**config.mk**
```make
export PLATFORM = sky130hd
export DESIGN_NAME = fat_chain_manager_top
export DESIGN_NICKNAME = d
export VERILOG_FILES = /design/src/sv/fcm_pkg.sv /design/src/sv/fcm_table_ram.sv /design/src/sv/fat_chain_manager_top.sv
export SDC_FILE = /design/constraint.sdc
export NUM_CORES = 1
export LEC_CHECK = 0
export ABC_AREA = 1
export BUFFER_PORTS_ARGS = -buffer_cell sky130_fd_sc_hd__clkbuf_2
export CORE_MARGIN = 3
export CORE_UTILIZATION = 45
export CTS_CLUSTER_SIZE = 8
export DETAILED_ROUTE_END_ITERATION = 10
export PLACE_DENSITY = 0.61
export SLEW_MARGIN = 0
export SYNTH_ARGS = -nofsm -noshare
export SYNTH_HDL_FRONTEND = slang
export SYNTH_SLANG_ARGS = --single-unit
```
**constraint.sdc**
```tcl
create_clock -name clock -period 7.03 [get_ports clock]
set_clock_uncertainty 0.1 [all_clocks]
set_input_delay 2.109 -clock clock [delete_from_list [all_inputs] [get_ports clock]]
set_output_delay 2.109 -clock clock [all_outputs]
set_load 0.01 [all_outputs]
```
**src/sv/fcm_pkg.sv**
```systemverilog
// Shared constants for the cluster-chain allocator.
package fcm_pkg;

   // table depth default and word width of one table entry
   localparam int TABLE_ENTRIES_DEF = 128;
   localparam int BLOCK_W           = 8;

   // end-of-chain marker, also "no block"
   localparam logic [BLOCK_W-1:0] NIL_BLOCK = 8'hFF;

endpackage

```
**src/sv/fcm_table_ram.sv**
```systemverilog
// Allocation table RAM: one write port, one registered read port with write bypass.
module fcm_table_ram #(
   parameter int TABLE_ENTRIES = fcm_pkg::TABLE_ENTRIES_DEF
) (
   input  logic                                 clock,
   input  logic                                 wr_en,
   input  logic [$clog2(TABLE_ENTRIES)-1:0]     wr_addr,
   input  logic [fcm_pkg::BLOCK_W-1:0]          wr_data,
   input  logic [$clog2(TABLE_ENTRIES)-1:0]     rd_addr,
   output logic [fcm_pkg::BLOCK_W-1:0]          rd_data
);
   import fcm_pkg::*;

   logic [BLOCK_W-1:0] mem [TABLE_ENTRIES];
   logic [BLOCK_W-1:0] rd_data_ff;

   // write port
   always_ff @(posedge clock) begin
      if (wr_en) begin
         mem[wr_addr] <= wr_data;
      end
   end

   // read port; a same-cycle write to the read address is forwarded
   always_ff @(posedge clock) begin
      if (wr_en && (wr_addr == rd_addr)) begin
         rd_data_ff <= wr_data;
      end else begin
         rd_data_ff <= mem[rd_addr];
      end
   end

   assign rd_data = rd_data_ff;

endmodule

```
**src/sv/fat_chain_manager_top.sv**
```systemverilog
// Cluster-chain allocator: command sequencer around the allocation table RAM.
// One command at a time; the next is taken the cycle after the result word loads.
// Write entry and unused codes go from decode straight to the result; read next reads its link first.
// Result stalls hold the sequencer. Walks, free chain and count free read one table entry per cycle,
// up to TABLE_ENTRIES. Alloc append walks, then scans, then links the new block; drop tail is a walk
// plus a link fix. Reset (sync) clears control, first_data_block to 3; table kept.
module fat_chain_manager_top #(
   parameter int TABLE_ENTRIES = fcm_pkg::TABLE_ENTRIES_DEF
) (
   input  logic                          clock,
   input  logic                          reset,
   // command channel
   input  logic                          req_valid,
   output logic                          req_stall,
   input  logic [2:0]                    req_func,
   input  logic [fcm_pkg::BLOCK_W-1:0]   req_block_index,
   input  logic [fcm_pkg::BLOCK_W-1:0]   req_entry_value,
   input  logic [fcm_pkg::BLOCK_W-1:0]   req_blocks_needed,
   // result channel
   output logic                          rsp_valid,
   input  logic                          rsp_stall,
   output logic [fcm_pkg::BLOCK_W-1:0]   rsp_link_value,
   output logic [fcm_pkg::BLOCK_W-1:0]   rsp_result_block,
   output logic [fcm_pkg::BLOCK_W-1:0]   rsp_block_count,
   output logic                          rsp_enough_space,
   output logic [1:0]                    rsp_status,
   // configuration
   input  logic                          csr_write_en,
   input  logic [6:0]                    csr_write_data
);
   import fcm_pkg::*;

   localparam int                 AW  = $clog2(TABLE_ENTRIES);
   localparam logic [BLOCK_W-1:0] TE8 = BLOCK_W'(TABLE_ENTRIES);
   localparam logic [6:0]         FDB_RESET = 7'd3;

   typedef enum logic [2:0] {
      S_IDLE, S_START, S_LINK, S_WALK, S_FREE, S_SCAN, S_FIX, S_RESP
   } state_type;

   typedef enum logic [2:0] {
      F_WRITE, F_READ, F_ALLOC, F_FREE, F_DROP, F_TAIL, F_COUNT
   } func_type;

   typedef enum logic [1:0] {
      ST_OK, ST_NOFREE, ST_BROKEN, ST_EMPTY
   } status_type;

   // control registers
   state_type          state_ff, state_in;
   logic               rsp_valid_ff, rsp_valid_in;
   logic [6:0]         fdb_ff;

   // command word and working registers
   func_type           func_ff, func_in;
   logic [BLOCK_W-1:0] idx_ff, idx_in;
   logic [BLOCK_W-1:0] val_ff, val_in;
   logic [BLOCK_W-1:0] need_ff, need_in;
   logic [BLOCK_W-1:0] cur_ff, cur_in;
   logic [BLOCK_W-1:0] prev_ff, prev_in;
   logic [BLOCK_W-1:0] n_ff, n_in;
   logic [BLOCK_W-1:0] scan_ff, scan_in;
   logic [BLOCK_W-1:0] fcount_ff, fcount_in;
   logic [BLOCK_W-1:0] fixa_ff, fixa_in;
   logic [BLOCK_W-1:0] fixd_ff, fixd_in;
   logic               walk_empty_ff, walk_empty_in;

   // pending result
   logic [BLOCK_W-1:0] link_ff, link_in;
   logic [BLOCK_W-1:0] res_ff, res_in;
   logic [BLOCK_W-1:0] cnt_ff, cnt_in;
   logic               enough_ff, enough_in;
   status_type         st_ff, st_in;

   // output word
   logic [BLOCK_W-1:0] rsp_link_ff, rsp_res_ff, rsp_cnt_ff;
   logic               rsp_enough_ff;
   status_type         rsp_st_ff;

   // RAM port
   logic               mem_we;
   logic [AW-1:0]      mem_waddr, mem_raddr;
   logic [BLOCK_W-1:0] mem_wdata, mem_rdata;

   logic               req_accept;
   logic               rsp_load;
   logic [BLOCK_W-1:0] scan_start;

   assign req_stall  = (state_ff != S_IDLE);
   assign req_accept = req_valid && !req_stall;
   assign scan_start = {1'b0, fdb_ff};

   fcm_table_ram #(
      .TABLE_ENTRIES (TABLE_ENTRIES)
   ) u_table (
      .clock   (clock),
      .wr_en   (mem_we),
      .wr_addr (mem_waddr),
      .wr_data (mem_wdata),
      .rd_addr (mem_raddr),
      .rd_data (mem_rdata)
   );

   // command sequencer
   always_comb begin
      logic               do_scan;
      logic [BLOCK_W-1:0] v;
      logic [BLOCK_W-1:0] n_next;
      logic [BLOCK_W-1:0] scan_next;
      logic [BLOCK_W-1:0] fc;

      do_scan   = 1'b0;
      v         = mem_rdata;
      n_next    = n_ff + 8'd1;
      scan_next = scan_ff + 8'd1;
      fc        = fcount_ff + {7'd0, (mem_rdata == '0)};

      state_in      = state_ff;
      func_in       = func_ff;
      idx_in        = idx_ff;
      val_in        = val_ff;
      need_in       = need_ff;
      cur_in        = cur_ff;
      prev_in       = prev_ff;
      n_in          = n_ff;
      scan_in       = scan_ff;
      fcount_in     = fcount_ff;
      fixa_in       = fixa_ff;
      fixd_in       = fixd_ff;
      walk_empty_in = walk_empty_ff;
      link_in       = link_ff;
      res_in        = res_ff;
      cnt_in        = cnt_ff;
      enough_in     = enough_ff;
      st_in         = st_ff;

      mem_raddr = cur_ff[AW-1:0];
      mem_we    = 1'b0;
      mem_waddr = cur_ff[AW-1:0];
      mem_wdata = '0;
      rsp_load  = 1'b0;

      case (state_ff)
         S_IDLE: begin
            if (req_accept) begin
               func_in  = func_type'(req_func);
               idx_in   = req_block_index;
               val_in   = req_entry_value;
               need_in  = req_blocks_needed;
               state_in = S_START;
            end
         end

         // decode the command and start the first table access
         S_START: begin
            link_in       = '0;
            res_in        = NIL_BLOCK;
            cnt_in        = '0;
            enough_in     = 1'b0;
            st_in         = ST_OK;
            n_in          = '0;
            prev_in       = NIL_BLOCK;
            cur_in        = idx_ff;
            fcount_in     = '0;
            walk_empty_in = 1'b0;
            state_in      = S_RESP;
            case (func_ff)
               F_WRITE: begin
                  if (idx_ff < TE8) begin
                     mem_we    = 1'b1;
                     mem_waddr = idx_ff[AW-1:0];
                     mem_wdata = val_ff;
                  end else begin
                     st_in = ST_BROKEN;
                  end
               end
               F_READ: begin
                  if (idx_ff == NIL_BLOCK) begin
                     link_in = NIL_BLOCK;
                     st_in   = ST_EMPTY;
                  end else if (idx_ff >= TE8) begin
                     link_in = NIL_BLOCK;
                     st_in   = ST_BROKEN;
                  end else begin
                     mem_raddr = idx_ff[AW-1:0];
                     state_in  = S_LINK;
                  end
               end
               F_ALLOC, F_DROP, F_TAIL: begin
                  if (func_ff != F_DROP) begin
                     link_in = idx_ff;
                  end
                  if (idx_ff == NIL_BLOCK) begin
                     if (func_ff == F_ALLOC) begin
                        walk_empty_in = 1'b1;
                        do_scan       = 1'b1;
                     end else begin
                        st_in = ST_EMPTY;
                     end
                  end else if (idx_ff >= TE8) begin
                     st_in = ST_BROKEN;
                  end else begin
                     mem_raddr = idx_ff[AW-1:0];
                     state_in  = S_WALK;
                  end
               end
               F_FREE: begin
                  if (idx_ff == NIL_BLOCK) begin
                     st_in = ST_EMPTY;
                  end else if (idx_ff >= TE8) begin
                     st_in = ST_BROKEN;
                  end else begin
                     mem_raddr = idx_ff[AW-1:0];
                     state_in  = S_FREE;
                  end
               end
               F_COUNT: begin
                  do_scan = 1'b1;
                  cnt_in  = '0;
               end
               default: begin
               end
            endcase
         end

         S_LINK: begin
            link_in  = mem_rdata;
            state_in = S_RESP;
         end

         // one chain entry per cycle
         S_WALK: begin
            if (v == NIL_BLOCK) begin
               state_in = S_RESP;
               case (func_ff)
                  F_ALLOC: begin
                     fixa_in = cur_ff;
                     do_scan = 1'b1;
                  end
                  F_DROP: begin
                     mem_we    = 1'b1;
                     mem_waddr = cur_ff[AW-1:0];
                     mem_wdata = '0;
                     res_in    = cur_ff;
                     cnt_in    = 8'd1;
                     if (prev_ff == NIL_BLOCK) begin
                        link_in = NIL_BLOCK;
                        st_in   = ST_EMPTY;
                     end else begin
                        fixa_in  = prev_ff;
                        fixd_in  = NIL_BLOCK;
                        link_in  = idx_ff;
                        state_in = S_FIX;
                     end
                  end
                  default: begin
                     res_in = cur_ff;
                     cnt_in = n_next;
                  end
               endcase
            end else if ((v == '0) || (v >= TE8) || (n_next >= TE8)) begin
               st_in    = ST_BROKEN;
               state_in = S_RESP;
            end else begin
               prev_in   = cur_ff;
               cur_in    = v;
               n_in      = n_next;
               mem_raddr = v[AW-1:0];
            end
         end

         // free chain: clear each entry as it is read
         S_FREE: begin
            if (v == '0) begin
               st_in    = ST_BROKEN;
               cnt_in   = n_ff;
               state_in = S_RESP;
            end else begin
               mem_we    = 1'b1;
               mem_waddr = cur_ff[AW-1:0];
               mem_wdata = '0;
               cnt_in    = n_next;
               if (v == NIL_BLOCK) begin
                  state_in = S_RESP;
               end else if ((v >= TE8) || (n_next >= TE8)) begin
                  st_in    = ST_BROKEN;
                  state_in = S_RESP;
               end else begin
                  cur_in    = v;
                  n_in      = n_next;
                  mem_raddr = v[AW-1:0];
               end
            end
         end

         // ascending scan from first_data_block
         S_SCAN: begin
            if (func_ff == F_ALLOC) begin
               if (mem_rdata == '0) begin
                  mem_we    = 1'b1;
                  mem_waddr = scan_ff[AW-1:0];
                  mem_wdata = NIL_BLOCK;
                  res_in    = scan_ff;
                  st_in     = ST_OK;
                  if (walk_empty_ff) begin
                     link_in  = scan_ff;
                     state_in = S_RESP;
                  end else begin
                     fixd_in  = scan_ff;
                     state_in = S_FIX;
                  end
               end else if (scan_next >= TE8) begin
                  st_in    = ST_NOFREE;
                  state_in = S_RESP;
               end else begin
                  scan_in   = scan_next;
                  mem_raddr = scan_next[AW-1:0];
               end
            end else begin
               if (scan_next >= TE8) begin
                  cnt_in    = fc;
                  enough_in = (fc >= need_ff);
                  state_in  = S_RESP;
               end else begin
                  fcount_in = fc;
                  scan_in   = scan_next;
                  mem_raddr = scan_next[AW-1:0];
               end
            end
         end

         // second link update of append or drop
         S_FIX: begin
            mem_we    = 1'b1;
            mem_waddr = fixa_ff[AW-1:0];
            mem_wdata = fixd_ff;
            state_in  = S_RESP;
         end

         S_RESP: begin
            if (!rsp_valid_ff || !rsp_stall) begin
               rsp_load = 1'b1;
               state_in = S_IDLE;
            end
         end

         default: begin
            state_in = S_IDLE;
         end
      endcase

      // start a free-block scan, or finish at once when the range is empty
      if (do_scan) begin
         scan_in = scan_start;
         if (scan_start < TE8) begin
            mem_raddr = scan_start[AW-1:0];
            state_in  = S_SCAN;
         end else begin
            state_in = S_RESP;
            if (func_ff == F_ALLOC) begin
               st_in = ST_NOFREE;
            end else begin
               enough_in = (need_ff == '0);
            end
         end
      end
   end

   // output word valid
   always_comb begin
      rsp_valid_in = rsp_valid_ff;
      if (rsp_load) begin
         rsp_valid_in = 1'b1;
      end else if (rsp_valid_ff && !rsp_stall) begin
         rsp_valid_in = 1'b0;
      end
   end

   // state and registered outputs
   always_ff @(posedge clock) begin
      if (reset) begin
         state_ff     <= S_IDLE;
         rsp_valid_ff <= 1'b0;
         fdb_ff       <= FDB_RESET;
      end else begin
         state_ff     <= state_in;
         rsp_valid_ff <= rsp_valid_in;
         if (csr_write_en) begin
            fdb_ff <= csr_write_data;
         end
      end
      func_ff       <= func_in;
      idx_ff        <= idx_in;
      val_ff        <= val_in;
      need_ff       <= need_in;
      cur_ff        <= cur_in;
      prev_ff       <= prev_in;
      n_ff          <= n_in;
      scan_ff       <= scan_in;
      fcount_ff     <= fcount_in;
      fixa_ff       <= fixa_in;
      fixd_ff       <= fixd_in;
      walk_empty_ff <= walk_empty_in;
      link_ff       <= link_in;
      res_ff        <= res_in;
      cnt_ff        <= cnt_in;
      enough_ff     <= enough_in;
      st_ff         <= st_in;
      if (rsp_load) begin
         rsp_link_ff   <= link_ff;
         rsp_res_ff    <= res_ff;
         rsp_cnt_ff    <= cnt_ff;
         rsp_enough_ff <= enough_ff;
         rsp_st_ff     <= st_ff;
      end
   end

   assign rsp_valid        = rsp_valid_ff;
   assign rsp_link_value   = rsp_link_ff;
   assign rsp_result_block = rsp_res_ff;
   assign rsp_block_count  = rsp_cnt_ff;
   assign rsp_enough_space = rsp_enough_ff;
   assign rsp_status       = rsp_st_ff;

`ifndef SYNTHESIS
   // no table write while waiting for a command
   a_no_write_idle: assert property (@(posedge clock) disable iff (reset)
      (state_ff == S_IDLE) |-> !mem_we)
      else $error("table write while idle");

   // output register is only loaded when free or being taken
   a_load_safe: assert property (@(posedge clock) disable iff (reset)
      rsp_load |-> (!rsp_valid_ff || !rsp_stall))
      else $error("result word overwritten");

   // accepted command is decoded next cycle
   a_accept_start: assert property (@(posedge clock) disable iff (reset)
      req_accept |=> (state_ff == S_START))
      else $error("accepted command not decoded");

   // walk step count stays under the limit
   a_walk_bound: assert property (@(posedge clock) disable iff (reset)
      ((state_ff == S_WALK) || (state_ff == S_FREE)) |-> (n_ff < TE8))
      else $error("walk exceeded step limit");

   // scan pointer stays inside the table
   a_scan_bound: assert property (@(posedge clock) disable iff (reset)
      (state_ff == S_SCAN) |-> (scan_ff < TE8))
      else $error("scan left the table");
`endif

endmodule

```
==> flow_summary.json <==
{
  "port-buffer-count": 67,
  "path_clk_slew_ps": 50,
  "cts.root.buffer_cell": "clkbuf_16",
  "synthCells": 4362,
  "crit_path_end_kind": "flop",
  "register_name_with_the_most_flops": "u_table.mem",
  "critical_path.cell_chain": "inv_16 > buf_4 > nand2_1 > nand3_1 > nand3_1 > nand3_1 > nand2_1 > nand2_1 > nand3_1 > nand3_1 > nand2_1 > nand2_1 > nor2_2 > nand2_2 > inv_2 > nand2_2 > nand4_4 > nand4_2 > buf_4 > nor2_1",
  "route.detailed.wl_per_inst_um": 23.4,
  "launch_point_of_the_worst_hold_path": "link_ff[2]",
  "report.final.hold_viol_count": 0,
  "drcViolationCount": 0,
  "setup_violations": 0,
  "worst-slew-pin-transition_ps": 1400,
  "clk_latency_ps": 760,
  "worst_hold_path_type": "reg -> reg",
  "max-slew-margin-rel_pct": 5.81,
  "ctsHtreeMaxLevel": 4,
  "ys_warn_count": 0,
  "vdd_ir_drop_max_mv": 0.422,
  "arrival_ps": 6710,
  "r2r_setup_slk_ps": 590,
  "detail_route.first_pass.iterations": 6,
  "synthToLayoutAreaGrowth_pct": 13.0,
  "post_synth_instance_area_mm2": 0.0495,
  "first_iter_violations": 3693,
  "grt_first_pass_wirelength_um": 206000,
  "dp_cells": 5694,
  "finalSetupTns_ps": 0,
  "hpwlAfterDp_um": 81500,
  "fp.dieArea_mm2": 0.114,
  "layout.nets": 4499,
  "post-route-period-util_pct": 91.7,
  "place.gp.congestion": 0.977,
  "antenna_found_initial": 2,
  "finish.cell_count_without_fillers": 5890,
  "top_level_ports": 68,
  "critical_path_peak_fanout": 222,
  "cts_buffers": 165,
  "synth.avg_cell_area_um2": 11.3,
  "seq_area_frac_synth_pct": 71.1,
  "slew_violations": 0,
  "finalWorstPathRequiredPeriod_ps": 6440,
  "cap_violations": 0,
  "run_status": "complete, no violations",
  "post_synth_num_cell_types": 51,
  "worst-r2r-cell-count": 20,
  "via_per_inst": 5.73,
  "floorplan.rows": 121,
  "async_flop_share_pct": 0,
  "cts_hold_buffers": 0,
  "track_usage_pct": 24.1,
  "cts_num_sinks": 1179,
  "crit_path_top_delay_cell": "nand4_2",
  "die-width_um": 338,
  "synth_ff_type": "edfxtp_1",
  "post-route-worst-setup-slack_ps": 587,
  "cts_tree": "done",
  "critical_path.max_stage_delay_ps": 860,
  "cts.path.max_buffers": 3,
  "crit_path_start_kind": "flop",
  "ant_nets": 0,
  "syn_nets": 4414,
  "post_cts_resize_count": 0,
  "reg2reg_to": "u_table.mem[114][0]",
  "grt_max_degree": 223,
  "number_of_antenna_cells_inserted": 0,
  "timing.hold.worst_path_depth": 0,
  "cts_post_setup_buffers_inserted": 0,
  "route.vias.total": 33800,
  "fmaxAchievable_ghz": 0.155,
  "die_height_um": 338,
  "drt_wl_total_um": 138000,
  "core_mm2": 0.109,
  "rsz_0062_raised_after_global_routing": "no",
  "static-leakage-power_nw": 20.3,
  "total_power_density_per_cell_area_mw_per_mm2": 434,
  "number_of_global_route_vias_before_repair": 32100,
  "overflow": 0,
  "worst-endpoint-required_ps": 7290,
  "synth-edff-count": 1160,
  "largest_register_ffs": 1024,
  "hold-path-endpoint": "rsp_link_value[2]",
  "initial_core_util_pct": 45.4,
  "critPathKind": "reg -> reg",
  "drive_above_1_share_pct": 9.05,
  "detailedPlace.worstSlack_ps": 832,
  "yosys_register_bits": 1179
}
## how the worst max path moves through the flow
stage / depth (start not counted) / end / from / slack, ps
detailed placement: 19 / u_table.mem[26][0] / flop / 830
CTS: 20 / u_table.mem[58][0] / flop / 870
global placement: 20 / u_table.mem[18][1] / flop / 960
floorplan: 20 / cur_ff[0] / flop / 1890
global route: 20 / u_table.mem[18][3] / flop / 400
finish: 20 / u_table.mem[114][0] / flop / 590
## logic make-up after synthesis
kind of cell | share of synthesized area [%]
buffers and inverters | 3.34
AOI/OAI and AO/OA | 2.25
and+or+nand+nor | 22.6
adders and majority gates | 0.329
muxes | 0.101
DFF | 71.1
xor gates and xnor gates | 0.195
## cell type report
type | count | area, um^2
Clock buffer | 186 | 4260
Sequential cell | 1179 | 35200
Inverter | 117 | 465
Multi-Input combinational cell | 2813 | 12700
Clock inverter | 10 | 141
Tap cell | 1414 | 1770
Timing Repair Buffer | 171 | 1340
Fill cell | 9429 | 53100
## routing by layer
metal	share of wire, %	global-route usage (%)	routed length, um
met2	47	37.5	64100
met4	2.6	7.87	3630
met3	8.4	4.29	11500
met1	42	34.6	58400
met5	0	0	0
## cells in the mapped netlist, types with 3 or more instances
master	n	area [um^2]
a211oi_1	5	37.5
nand3_1	978	4890
o21a_1	4	30.0
buf_4	8	60.1
inv_1	106	398
o2111ai_1	3	26.3
a22oi_1	9	67.6
o21ai_0	78	390
clkbuf_1	56	210
ha_1	13	163
nand4_1	12	75.1
inv_2	7	26.3
nor2_1	223	837
o211ai_1	7	52.6
buf_2	161	806
nand2_1	1331	5000
dfxtp_1	19	380
xor2_1	11	96.3
buf_6	4	45.0
o21bai_1	3	22.5
o22ai_1	3	18.8
edfxtp_1	1160	34800
nor4_1	5	31.3
a21oi_1	59	295
nand3b_1	7	52.6
nor3_1	8	40.0
nor2_2	4	25.0
mux2i_1	5	50.1
nand4_2	4	50.1
buf_1	24	90.1
o21ai_1	6	30.0
or2_2	3	18.8
nand4_4	3	63.8
clkinv_1	3	11.3
nand2_2	6	37.5
a21boi_0	6	45.0
## power breakdown
| part | internal, mW | total, mW | leakage [nW] | switching, mW |
|---|---|---|---|---|
| clock network | 4.20 | 6.96 | 2.15 | 2.75 |
| registers | 8.40 | 8.67 | 10.6 | 0.267 |
| logic | 2.22 | 8.63 | 7.50 | 6.40 |
## worst max-delay path, delay by kind of cell, from the launching register on
family        cells  cell delay (ps)
simple gates     16             3760
buf+inv           4             1320
flops             1              530
## placed cells by master (no fill, tap or decap), types with 4 or more instances in the layout
cell type  instances
a211oi_1           5
a21boi_0           6
a21oi_1           58
a22oi_1            9
buf_12            18
buf_4             86
clkbuf_1          18
clkbuf_16        167
clkbuf_2          67
clkinv_1           4
clkinv_8           5
dfxtp_1           15
edfxtp_1        1160
ha_1              13
inv_1            105
inv_2              6
mux2i_1            5
nand2_1         1323
nand2_2            6
nand2_4           10
nand3_1          978
nand3b_1           7
nand4_1           12
nand4_2            4
nor2_1           220
nor2_2             7
nor3_1             8
nor4_1             5
o211ai_1           7
o21a_1             4
o21ai_0           78
o21ai_1            6
xor2_1            11
## per-stage QoR
| step | util (%) | hold WS, ps | total power [mW] | area, um^2 |
|---|---|---|---|---|
| final | 51.3 | 323 | 24.3 | 55900 |
| after detailed placement | 47.3 | 317 | 17.3 | 51500 |
| after global routing | 51.3 | 333 | 25.5 | 55900 |
| after CTS | 51.3 | 330 | 24.3 | 55900 |
| after floorplan | - | 300 | 14.2 | 49500 |
| after global placement | 47.3 | 311 | 17.3 | 51500 |
Note: power is estimated with default switching activity, not from simulation.
